--- src/design/scc_pkg.sv ---
// Shared types, constants and register codes for the Sankoff column combiner.
package scc_pkg;

  localparam int MaxLetters        = 4;
  localparam int DefaultNumLetters = 4;
  localparam int DefaultQueueDepth = 4;
  localparam int ScoreW            = 24;
  localparam int TermW             = ScoreW + 1;
  localparam int WeightW           = 16;
  localparam int TotalW            = 40;
  localparam int CostW             = 8;
  localparam int CfgDataW          = 32;
  localparam int CfgIndexW         = 2;

  localparam logic [ScoreW-1:0] ScoreMax = {ScoreW{1'b1}};
  localparam logic [TotalW-1:0] TotalMax = {TotalW{1'b1}};

  localparam logic [CfgDataW-1:0] CostRowReset [MaxLetters] = '{
    32'h0101_0100, 32'h0101_0001, 32'h0100_0101, 32'h0001_0101
  };

  typedef enum logic [CfgIndexW-1:0] {
    REG_COST_ROW_ZERO  = 2'd0,
    REG_COST_ROW_ONE   = 2'd1,
    REG_COST_ROW_TWO   = 2'd2,
    REG_COST_ROW_THREE = 2'd3
  } cfg_reg_t;

  typedef logic [ScoreW-1:0] score_t;
  typedef logic [TermW-1:0]  term_t;

  typedef struct packed {
    score_t               child_score_a;
    score_t               child_score_b;
    score_t               child_score_c;
    score_t               child_score_d;
    logic                 child_present;
    logic                 column_end;
    logic [WeightW-1:0]   column_weight;
    logic                 total_restart;
  } in_item_t;

  typedef struct packed {
    score_t               node_score_a;
    score_t               node_score_b;
    score_t               node_score_c;
    score_t               node_score_d;
    score_t               column_minimum;
    logic                 column_occupied;
    logic [TotalW-1:0]    weighted_total;
  } out_item_t;

  // One classified item between front and back.
  typedef struct packed {
    term_t [MaxLetters-1:0] terms;
    logic                   present;
    logic                   col_end;
    logic [WeightW-1:0]     weight;
    logic                   restart;
  } q_entry_t;

  // Queue status seen by the two sides.
  typedef struct packed {
    logic full;
    logic nonempty;
  } q_status_t;

  function automatic score_t child_score(input in_item_t item, input int idx);
    score_t s;
    case (idx)
      0:       s = item.child_score_a;
      1:       s = item.child_score_b;
      2:       s = item.child_score_c;
      default: s = item.child_score_d;
    endcase
    return s;
  endfunction

endpackage

--- src/design/scc_front.sv ---
// Front end: input register, cost-matrix registers and min-plus term compute.
module scc_front #(
  parameter int NUM_LETTERS = scc_pkg::DefaultNumLetters
) (
  input  logic                            clk,
  input  logic                            rst,
  input  logic                            in_valid,
  output logic                            in_stall,
  input  scc_pkg::in_item_t               in_item,
  input  logic                            wr_en,
  input  logic [scc_pkg::CfgIndexW-1:0]   wr_index,
  input  logic [scc_pkg::CfgDataW-1:0]    wr_data,
  input  scc_pkg::q_status_t              q_status,
  output logic                            push,
  output scc_pkg::q_entry_t               push_entry
);
  import scc_pkg::*;

  logic [CfgDataW-1:0] cost_rows [MaxLetters];
  in_item_t            f_item;
  logic                f_v;
  logic                f_ready;

  // cost matrix registers
  always_ff @(posedge clk) begin
    if (rst) begin
      for (int r = 0; r < MaxLetters; r++) cost_rows[r] <= CostRowReset[r];
    end else if (wr_en) begin
      case (cfg_reg_t'(wr_index))
        REG_COST_ROW_ZERO:  cost_rows[0] <= wr_data;
        REG_COST_ROW_ONE:   cost_rows[1] <= wr_data;
        REG_COST_ROW_TWO:   cost_rows[2] <= wr_data;
        REG_COST_ROW_THREE: cost_rows[3] <= wr_data;
        default: ;
      endcase
    end
  end

  assign f_ready  = !f_v || !q_status.full;
  assign in_stall = !f_ready;
  assign push     = f_v && !q_status.full;

  always_ff @(posedge clk) begin
    if (rst) begin
      f_v <= 1'b0;
    end else if (f_ready) begin
      f_v <= in_valid;
    end
  end

  always_ff @(posedge clk) begin
    if (f_ready && in_valid) begin
      f_item <= in_item;
    end
  end

  // min over child letters of cost(p,c) + child score
  always_comb begin
    term_t best;
    term_t cand;
    push_entry = '0;
    for (int p = 0; p < MaxLetters; p++) begin
      best = '0;
      if (p < NUM_LETTERS) begin
        best = term_t'(cost_rows[p][0 +: CostW]) + term_t'(child_score(f_item, 0));
        for (int c = 1; c < NUM_LETTERS; c++) begin
          cand = term_t'(cost_rows[p][c*CostW +: CostW]) + term_t'(child_score(f_item, c));
          if (cand < best) best = cand;
        end
      end
      push_entry.terms[p] = best;
    end
    push_entry.present = f_item.child_present;
    push_entry.col_end = f_item.column_end;
    push_entry.weight  = f_item.column_weight;
    push_entry.restart = f_item.total_restart;
  end

endmodule

--- src/design/scc_queue.sv ---
// Small FIFO of classified items between front and back.
module scc_queue #(
  parameter int DEPTH = scc_pkg::DefaultQueueDepth
) (
  input  logic                clk,
  input  logic                rst,
  input  logic                push,
  input  scc_pkg::q_entry_t   push_entry,
  input  logic                pop,
  output scc_pkg::q_entry_t   head,
  output scc_pkg::q_status_t  q_status
);
  import scc_pkg::*;

  localparam int PtrW = (DEPTH > 1) ? $clog2(DEPTH) : 1;
  localparam int CntW = $clog2(DEPTH + 1);
  localparam logic [PtrW-1:0] LastPtr = PtrW'(DEPTH - 1);
  localparam logic [CntW-1:0] FullCnt = CntW'(DEPTH);

  q_entry_t         slots [DEPTH];
  logic [PtrW-1:0]  wr_ptr;
  logic [PtrW-1:0]  rd_ptr;
  logic [CntW-1:0]  count;

  assign q_status.full     = (count == FullCnt);
  assign q_status.nonempty = (count != '0);
  assign head              = slots[rd_ptr];

  always_ff @(posedge clk) begin
    if (push) slots[wr_ptr] <= push_entry;
  end

  always_ff @(posedge clk) begin
    if (rst) begin
      wr_ptr <= '0;
      rd_ptr <= '0;
      count  <= '0;
    end else begin
      if (push) wr_ptr <= (wr_ptr == LastPtr) ? '0 : wr_ptr + 1'b1;
      if (pop)  rd_ptr <= (rd_ptr == LastPtr) ? '0 : rd_ptr + 1'b1;
      case ({push, pop})
        2'b10:   count <= count + 1'b1;
        2'b01:   count <= count - 1'b1;
        default: count <= count;
      endcase
    end
  end

  a_count_bound: assert property (@(posedge clk) disable iff (rst) count <= FullCnt)
    else $error("queue count above depth");
  a_no_pop_empty: assert property (@(posedge clk) disable iff (rst) pop |-> count != '0)
    else $error("pop from empty queue");
  a_push_grows: assert property (@(posedge clk) disable iff (rst)
      (push && !pop) |=> count == $past(count) + 1'b1)
    else $error("push lost");

endmodule

--- src/design/scc_back.sv ---
// Back end: per-letter accumulator, column minimum, weight multiply, running total.
module scc_back #(
  parameter int NUM_LETTERS = scc_pkg::DefaultNumLetters
) (
  input  logic                clk,
  input  logic                rst,
  input  scc_pkg::q_entry_t   head,
  input  scc_pkg::q_status_t  q_status,
  output logic                pop,
  output logic                out_valid,
  input  logic                out_stall,
  output scc_pkg::out_item_t  out_item
);
  import scc_pkg::*;

  typedef struct packed {
    score_t [MaxLetters-1:0] vec;
    logic                    occ;
    logic [WeightW-1:0]      weight;
    logic                    restart;
  } col_t;

  typedef struct packed {
    score_t [MaxLetters-1:0] vec;
    score_t                  min;
    logic                    occ;
    logic [TotalW-1:0]       prod;
    logic                    restart;
  } prod_t;

  score_t [MaxLetters-1:0] acc;
  logic                    occ;
  logic                    rst_pend;
  logic [TotalW-1:0]       total;

  col_t   a_q, a_next;
  col_t   b_q;
  score_t b_min, min_next;
  prod_t  c_q;
  logic   a_v, b_v, c_v;
  logic   a_ready, b_ready, c_ready, d_ready;

  logic [TotalW-1:0] total_base;
  logic [TotalW:0]   total_sum;
  logic [TotalW-1:0] total_next;

  assign d_ready = !out_valid || !out_stall;
  assign c_ready = !c_v || d_ready;
  assign b_ready = !b_v || c_ready;
  assign a_ready = !a_v || b_ready;
  assign pop     = q_status.nonempty && a_ready;

  // saturating accumulate of the head item
  always_comb begin
    logic [ScoreW+1:0] s;
    a_next = '0;
    for (int p = 0; p < MaxLetters; p++) begin
      s = {2'b00, acc[p]} + {1'b0, (head.present ? head.terms[p] : term_t'(0))};
      if (p < NUM_LETTERS) a_next.vec[p] = (s > (ScoreW+2)'(ScoreMax)) ? ScoreMax : s[ScoreW-1:0];
    end
    a_next.occ     = occ | head.present;
    a_next.weight  = head.weight;
    a_next.restart = rst_pend | head.restart;
  end

  always_ff @(posedge clk) begin
    if (rst) begin
      acc      <= '0;
      occ      <= 1'b0;
      rst_pend <= 1'b0;
    end else if (pop) begin
      if (head.col_end) begin
        acc      <= '0;
        occ      <= 1'b0;
        rst_pend <= 1'b0;
      end else begin
        acc      <= a_next.vec;
        occ      <= a_next.occ;
        rst_pend <= a_next.restart;
      end
    end
  end

  always_comb begin
    min_next = a_q.vec[0];
    for (int p = 1; p < NUM_LETTERS; p++) begin
      if (a_q.vec[p] < min_next) min_next = a_q.vec[p];
    end
  end

  // valid bits
  always_ff @(posedge clk) begin
    if (rst) begin
      a_v       <= 1'b0;
      b_v       <= 1'b0;
      c_v       <= 1'b0;
      out_valid <= 1'b0;
    end else begin
      if (a_ready) a_v       <= pop && head.col_end;
      if (b_ready) b_v       <= a_v;
      if (c_ready) c_v       <= b_v;
      if (d_ready) out_valid <= c_v;
    end
  end

  always_ff @(posedge clk) begin
    if (pop && head.col_end) a_q <= a_next;
    if (b_ready && a_v) begin
      b_q   <= a_q;
      b_min <= min_next;
    end
    if (c_ready && b_v) begin
      c_q.vec     <= b_q.vec;
      c_q.min     <= b_min;
      c_q.occ     <= b_q.occ;
      c_q.restart <= b_q.restart;
      c_q.prod    <= TotalW'(b_q.weight) * TotalW'(b_min);
    end
  end

  assign total_base = c_q.restart ? '0 : total;
  assign total_sum  = {1'b0, total_base} + {1'b0, c_q.prod};
  assign total_next = total_sum[TotalW] ? TotalMax : total_sum[TotalW-1:0];

  always_ff @(posedge clk) begin
    if (rst) begin
      total <= '0;
    end else if (c_v && d_ready) begin
      total <= total_next;
    end
  end

  always_ff @(posedge clk) begin
    if (c_v && d_ready) begin
      out_item.node_score_a    <= c_q.vec[0];
      out_item.node_score_b    <= c_q.vec[1];
      out_item.node_score_c    <= c_q.vec[2];
      out_item.node_score_d    <= c_q.vec[3];
      out_item.column_minimum  <= c_q.min;
      out_item.column_occupied <= c_q.occ;
      out_item.weighted_total  <= total_next;
    end
  end

  a_empty_col_zero: assert property (@(posedge clk) disable iff (rst)
      (c_v && !c_q.occ) |-> (c_q.min == '0 && c_q.prod == '0))
    else $error("empty column carries a nonzero minimum");
  a_total_grows: assert property (@(posedge clk) disable iff (rst)
      (c_v && d_ready && !c_q.restart) |=> total >= $past(total))
    else $error("running total fell without restart");
  a_acc_cleared: assert property (@(posedge clk) disable iff (rst)
      (pop && head.col_end) |=> (acc == '0 && !occ && !rst_pend))
    else $error("accumulator not cleared at column end");

endmodule

--- src/design/sankoff_column_combine_top.sv ---
// Top level of the Sankoff weighted-parsimony column combiner.
//
//  channel  | handshake           | payload             | direction
//  ---------+---------------------+---------------------+----------
//  input    | in_valid / in_stall | in_item (in_item_t) | in
//  result   | out_valid/out_stall | out_item(out_item_t)| out
//  config   | wr_en               | wr_index, wr_data   | in
//
// One request per clock is taken in steady state while the queue is not full. The
// input register loads at the accepting edge; a column-end request then passes
// the queue write, accumulate, minimum, multiply and total add registers before
// out_valid rises. The accumulator add is the only loop on the per-request path.
// rst (synchronous, active high) clears the pipeline, queue, accumulator,
// running total and loads the default cost rows.
// in_stall rises only when the front register holds a request and the queue is
// full; out_stall backs up through the back stages into the queue.
module sankoff_column_combine_top #(
  parameter int NUM_LETTERS = scc_pkg::DefaultNumLetters,
  parameter int QUEUE_DEPTH = scc_pkg::DefaultQueueDepth
) (
  input  logic                            clk,
  input  logic                            rst,
  input  logic                            in_valid,
  output logic                            in_stall,
  input  scc_pkg::in_item_t               in_item,
  output logic                            out_valid,
  input  logic                            out_stall,
  output scc_pkg::out_item_t              out_item,
  input  logic                            wr_en,
  input  logic [scc_pkg::CfgIndexW-1:0]   wr_index,
  input  logic [scc_pkg::CfgDataW-1:0]    wr_data
);
  import scc_pkg::*;

  q_status_t q_status;
  q_entry_t  push_entry;
  q_entry_t  head;
  logic      push;
  logic      pop;

  // front: input register plus min-plus terms for every parent letter
  scc_front #(.NUM_LETTERS(NUM_LETTERS)) u_front (
    .clk        (clk),
    .rst        (rst),
    .in_valid   (in_valid),
    .in_stall   (in_stall),
    .in_item    (in_item),
    .wr_en      (wr_en),
    .wr_index   (wr_index),
    .wr_data    (wr_data),
    .q_status   (q_status),
    .push       (push),
    .push_entry (push_entry)
  );

  // decouples term compute from the accumulate/total pipeline
  scc_queue #(.DEPTH(QUEUE_DEPTH)) u_queue (
    .clk        (clk),
    .rst        (rst),
    .push       (push),
    .push_entry (push_entry),
    .pop        (pop),
    .head       (head),
    .q_status   (q_status)
  );

  // back: accumulate per column, then min, weight multiply, saturating total
  scc_back #(.NUM_LETTERS(NUM_LETTERS)) u_back (
    .clk       (clk),
    .rst       (rst),
    .head      (head),
    .q_status  (q_status),
    .pop       (pop),
    .out_valid (out_valid),
    .out_stall (out_stall),
    .out_item  (out_item)
  );

endmodule

--- config.mk ---
export PLATFORM = sky130hd
export DESIGN_NAME = sankoff_column_combine_top
export DESIGN_NICKNAME = d
export VERILOG_FILES = /design/src/design/scc_pkg.sv /design/src/design/scc_front.sv /design/src/design/scc_queue.sv /design/src/design/scc_back.sv /design/src/design/sankoff_column_combine_top.sv
export SDC_FILE = /design/constraint.sdc
export NUM_CORES = 2
export LEC_CHECK = 0
export CAP_MARGIN = 40
export CORE_MARGIN = 3
export CORE_UTILIZATION = 55
export CTS_CLUSTER_DIAMETER = 60
export DETAILED_ROUTE_END_ITERATION = 12
export DONT_BUFFER_PORTS = 1
export GPL_TIMING_DRIVEN = 0
export PLACE_DENSITY = 0.76
export SLEW_MARGIN = 30
export SYNTH_ARGS = -nofsm -noshare
export SYNTH_HDL_FRONTEND = slang
export SYNTH_HIERARCHICAL = 1
export SYNTH_SLANG_ARGS = --single-unit
--- constraint.sdc ---
create_clock -name clk -period 38 [get_ports clk]
set_input_delay 7.6 -clock clk [delete_from_list [all_inputs] [get_ports clk]]
set_output_delay 7.6 -clock clk [all_outputs]
set_load 0.05 [all_outputs]
==> results.toml <==
[run_status]
status = "complete, no violations"

[die]
row_count = 148
die_h_um = 411.3
io_pins = 317
initial_utilization_pct = 55.45
dieWidth_um = 411.3
coreArea_um2 = 163000
die_area_um2 = 169200

[synth]
syn-num-nets = 8955
postSynthCellCount = 7759
ys_ff_latch = 1446
synth-edff-count = 1294
ys_warn_count = 6
netlist-cell-type-count = 111
syn_area_um2 = 90350
synth-main-ff-cell = "edfxtp_1"
avgSynthCellArea_um2 = 11.64
async_reset_ff_share_pct = 0
yosysSeqAreaShare_pct = 46.37

[drt]
drt_iter0_markers = 5637
ant_nets = 0
drt_pass1_iterations = 8
wl_um = 259900
num_vias = 61470
wl_per_cell_um = 25.31
drc_errors = 0
vias_per_cell = 5.987

[sta]
fmax_mhz = 68.66
rsz0062_at_grt = "false"
fin_crit_sh_pct = 38.33
timing.final.setup_violations = 0
slew_headroom_pct = 36.34
fin_skew_ns = 0.05698
min_period_ns = 14.57
hold_violations = 0
tightest_slew_ns = 0.9283
maxSlewViolCount = 0
tns_ns = 0
hold_ws_ns = 0.4008

[worst_setup_path]
path_common_cell = "a21o_1"
reg2reg_depth = 48
arrival_ns = 15.07
rr_endpoint = "u_queue/slots[1][57]$_DFFE_PP_"
critPathLaunchType = "register"
critPathMaxFanout = 10
crit_buf_inv = 9
reg2reg_from = "u_front/f_item[91]$_DFFE_PP_"
crit_required_ns = 38.51
crit_slowest_cell = "clkbuf_1"
cp-end-kind = "register"
rrSetupSlack_ns = 23.44
slowest_delay_ns = 0.64
crit_family = "compound AO/OA/AOI/OAI gates"
path_class = "reg -> reg"

[place]
io_buffers = 0
dp_hpwl_um = 204300
placedCellCount = 9978
place_congestion = 0.9943

[cts]
clock-sinks = 1446
clk_pin_slew_ns = 0.06
clk_path_buf_depth = 3
post_cts_buffers = 0
cts_resized = 0
clock_latency_ns = 0.82
cts_root_buf = "clkbuf_16"
cts_max_level = 4
cts_buffers = 155
cts_tree = "done"
cts_hold_buf = 0

[finish]
n_fill_cell = 12826
drive_above_1_share_pct = 7.861
nets = 9159
fin_cells = 10268
area_delta_synth_final_pct = 10.03

[grt]
grt_max_degree = 90
globalRouteTotalUtil_pct = 30.50
overflow = 0
grt_pass1_wl_um = 383800
antenna_found_initial = 13
grt_pass1_vias = 60817

[worst_hold_path]
whs_path_depth = 0
min_from = "u_back/b_q[51]$_DFFE_PP_"
hold_end = "u_back/c_q[99]$_DFFE_PP_"
min_path_type = "reg -> reg"

[run]
maxCapViolCount = 0
-- routing by layer --
metal | part of all wire (%) | track usage [%] | vias up
met1 | 42 | 41.09 | 30106
li1 | - | - | 28143
met4 | 5.0 | 13.62 | 4
met2 | 46 | 48.67 | 2710
met5 | 0.010 | 0 | -
met3 | 7.4 | 5.191 | 507
-- layout make-up --
class	instances	area, µm²	area share, %
multi-input combinational	5328	44390	44.66
sequential	1446	41900	42.15
clock buffer	191	4210	4.235
tap	2175	2721	2.738
inverter	654	2462	2.477
buffer	331	1662	1.671
timing repair buffer	47	1030	1.036
clock inverter	94	1026	1.032
antenna	2	5.005	0.005034
-- synthesized netlist by cell type, drive strengths merged, types with 166 or more instances --
cell	instances	area share (%)
edfxtp	1294	43
and2	382	2.6
fa	328	7.3
clkbuf	217	0.90
o21ai	279	1.6
xnor2	281	2.7
nor2	338	1.4
ha	714	9.9
a21oi	381	2.1
mux2i	166	1.8
nand2	701	2.9
xor2	222	2.2
inv	654	2.7
a21o	182	1.5
-- worst max-delay path by stage --
stage | start | endpoint | slack [ns] | cells after the start
after CTS | u_front/f_item[91]$_DFFE_PP_ | u_queue/slots[1][57]$_DFFE_PP_ | 23.50 | 47
after floorplan | out_stall | u_back/b_min[0]$_DFFE_PP_ | 19.36 | 2
after detailed placement | u_front/f_item[91]$_DFFE_PP_ | u_queue/slots[0][57]$_DFFE_PP_ | 23.60 | 47
final | u_front/f_item[91]$_DFFE_PP_ | u_queue/slots[1][57]$_DFFE_PP_ | 23.44 | 48
after global placement | out_stall | u_back/b_q[30]$_DFFE_PP_ | 14.40 | 2
after global routing | u_front/f_item[91]$_DFFE_PP_ | u_queue/slots[1][57]$_DFFE_PP_ | 23.21 | 48
-- kinds of logic after synthesis --
family / after synthesis / synth area share, %
buffers and inverters: 985 / 4.550
adder cells (fa/ha/maj): 1052 / 17.28
flip-flops: 1446 / 46.37
AO/OA/AOI/OAI: 1413 / 10.43
AND/OR/NAND/NOR: 2029 / 11.08
XOR/XNOR: 504 / 4.909
multiplexers: 330 / 5.374
-- sequential cells by signal (all words and copies together), names as in the netlist, named ones only --
signal              count
u_back/rst_pend         1
u_queue/slots         476
u_front/cost_rows     128
u_back/c_q            162
u_front/f_v             1
u_back/a_q            114
u_back/out_item       161
u_back/c_v              1
u_queue/wr_ptr          2
u_front/push_entry     19
u_back/b_v              1
u_back/b_min           24
u_back/total           40
u_front/f_item         96
u_queue/rd_ptr          2
u_back/acc             96
u_back/a_v              1
u_back/b_q            114
u_queue/count           3
u_back/out_valid        1
u_back/occ              1
-- cells in the final DEF, fill, tap and decap left out, types with 21 or more instances in the layout --
| cell type | synthesis | routed |
|---|---|---|
| nand3_1 | 109 | 109 |
| nand2b_1 | 85 | 85 |
| mux2i_1 | 165 | 162 |
| o21a_1 | 53 | 53 |
| nand4_1 | 76 | 76 |
| a21oi_1 | 379 | 379 |
| nor2_1 | 337 | 337 |
| mux4_2 | 119 | 119 |
| buf_1 | 21 | 21 |
| o22ai_1 | 30 | 30 |
| xor2_1 | 222 | 222 |
| mux2_2 | 36 | 36 |
| nor3_1 | 66 | 66 |
| and3_1 | 45 | 45 |
| o211ai_1 | 57 | 57 |
| nand2_1 | 700 | 700 |
| clkbuf_16 | 0 | 160 |
| clkinv_2 | 0 | 23 |
| buf_4 | 34 | 37 |
| clkbuf_1 | 217 | 237 |
| xnor2_1 | 280 | 280 |
| a311oi_1 | 33 | 33 |
| buf_16 | 0 | 26 |
| fa_1 | 328 | 328 |
| a21o_1 | 182 | 182 |
| a31oi_1 | 41 | 41 |
| nor2b_1 | 127 | 125 |
| edfxtp_1 | 1294 | 1294 |
| a22o_1 | 91 | 91 |
| and2_1 | 382 | 378 |
| o21bai_1 | 67 | 67 |
| inv_1 | 653 | 652 |
| ha_1 | 714 | 714 |
| dfxtp_1 | 152 | 152 |
| a211oi_1 | 46 | 46 |
| and4_1 | 21 | 21 |
| buf_2 | 39 | 40 |
| o21ai_0 | 261 | 260 |
-- through the flow --
stage               instance area, µm²  util [%]  setup slack [ns]
floorplan                        90350         -             19.36
global placement                 93070     57.12             14.40
detailed placement               94110     57.75             23.60
CTS                              99350     60.97             23.50
global route                     99410     61.00             23.21
finish                           99410     61.00             23.44
-- worst reg2reg max path, delay by kind of cell (launching register included) --
family / cells / cell delay (ns)
AOI/OAI and AO/OA: 18 / 4.45
buffers and inverters: 9 / 2.37
xor gates and xnor gates: 1 / 0.23
muxes: 3 / 1.53
adders and majority gates: 5 / 1.69
and+or+nand+nor: 12 / 3.55
DFF: 1 / 0.48
Power is left out: the tool's default activity adds up to more than one toggle a clock period on the data nets, which glitch-free logic cannot reach.
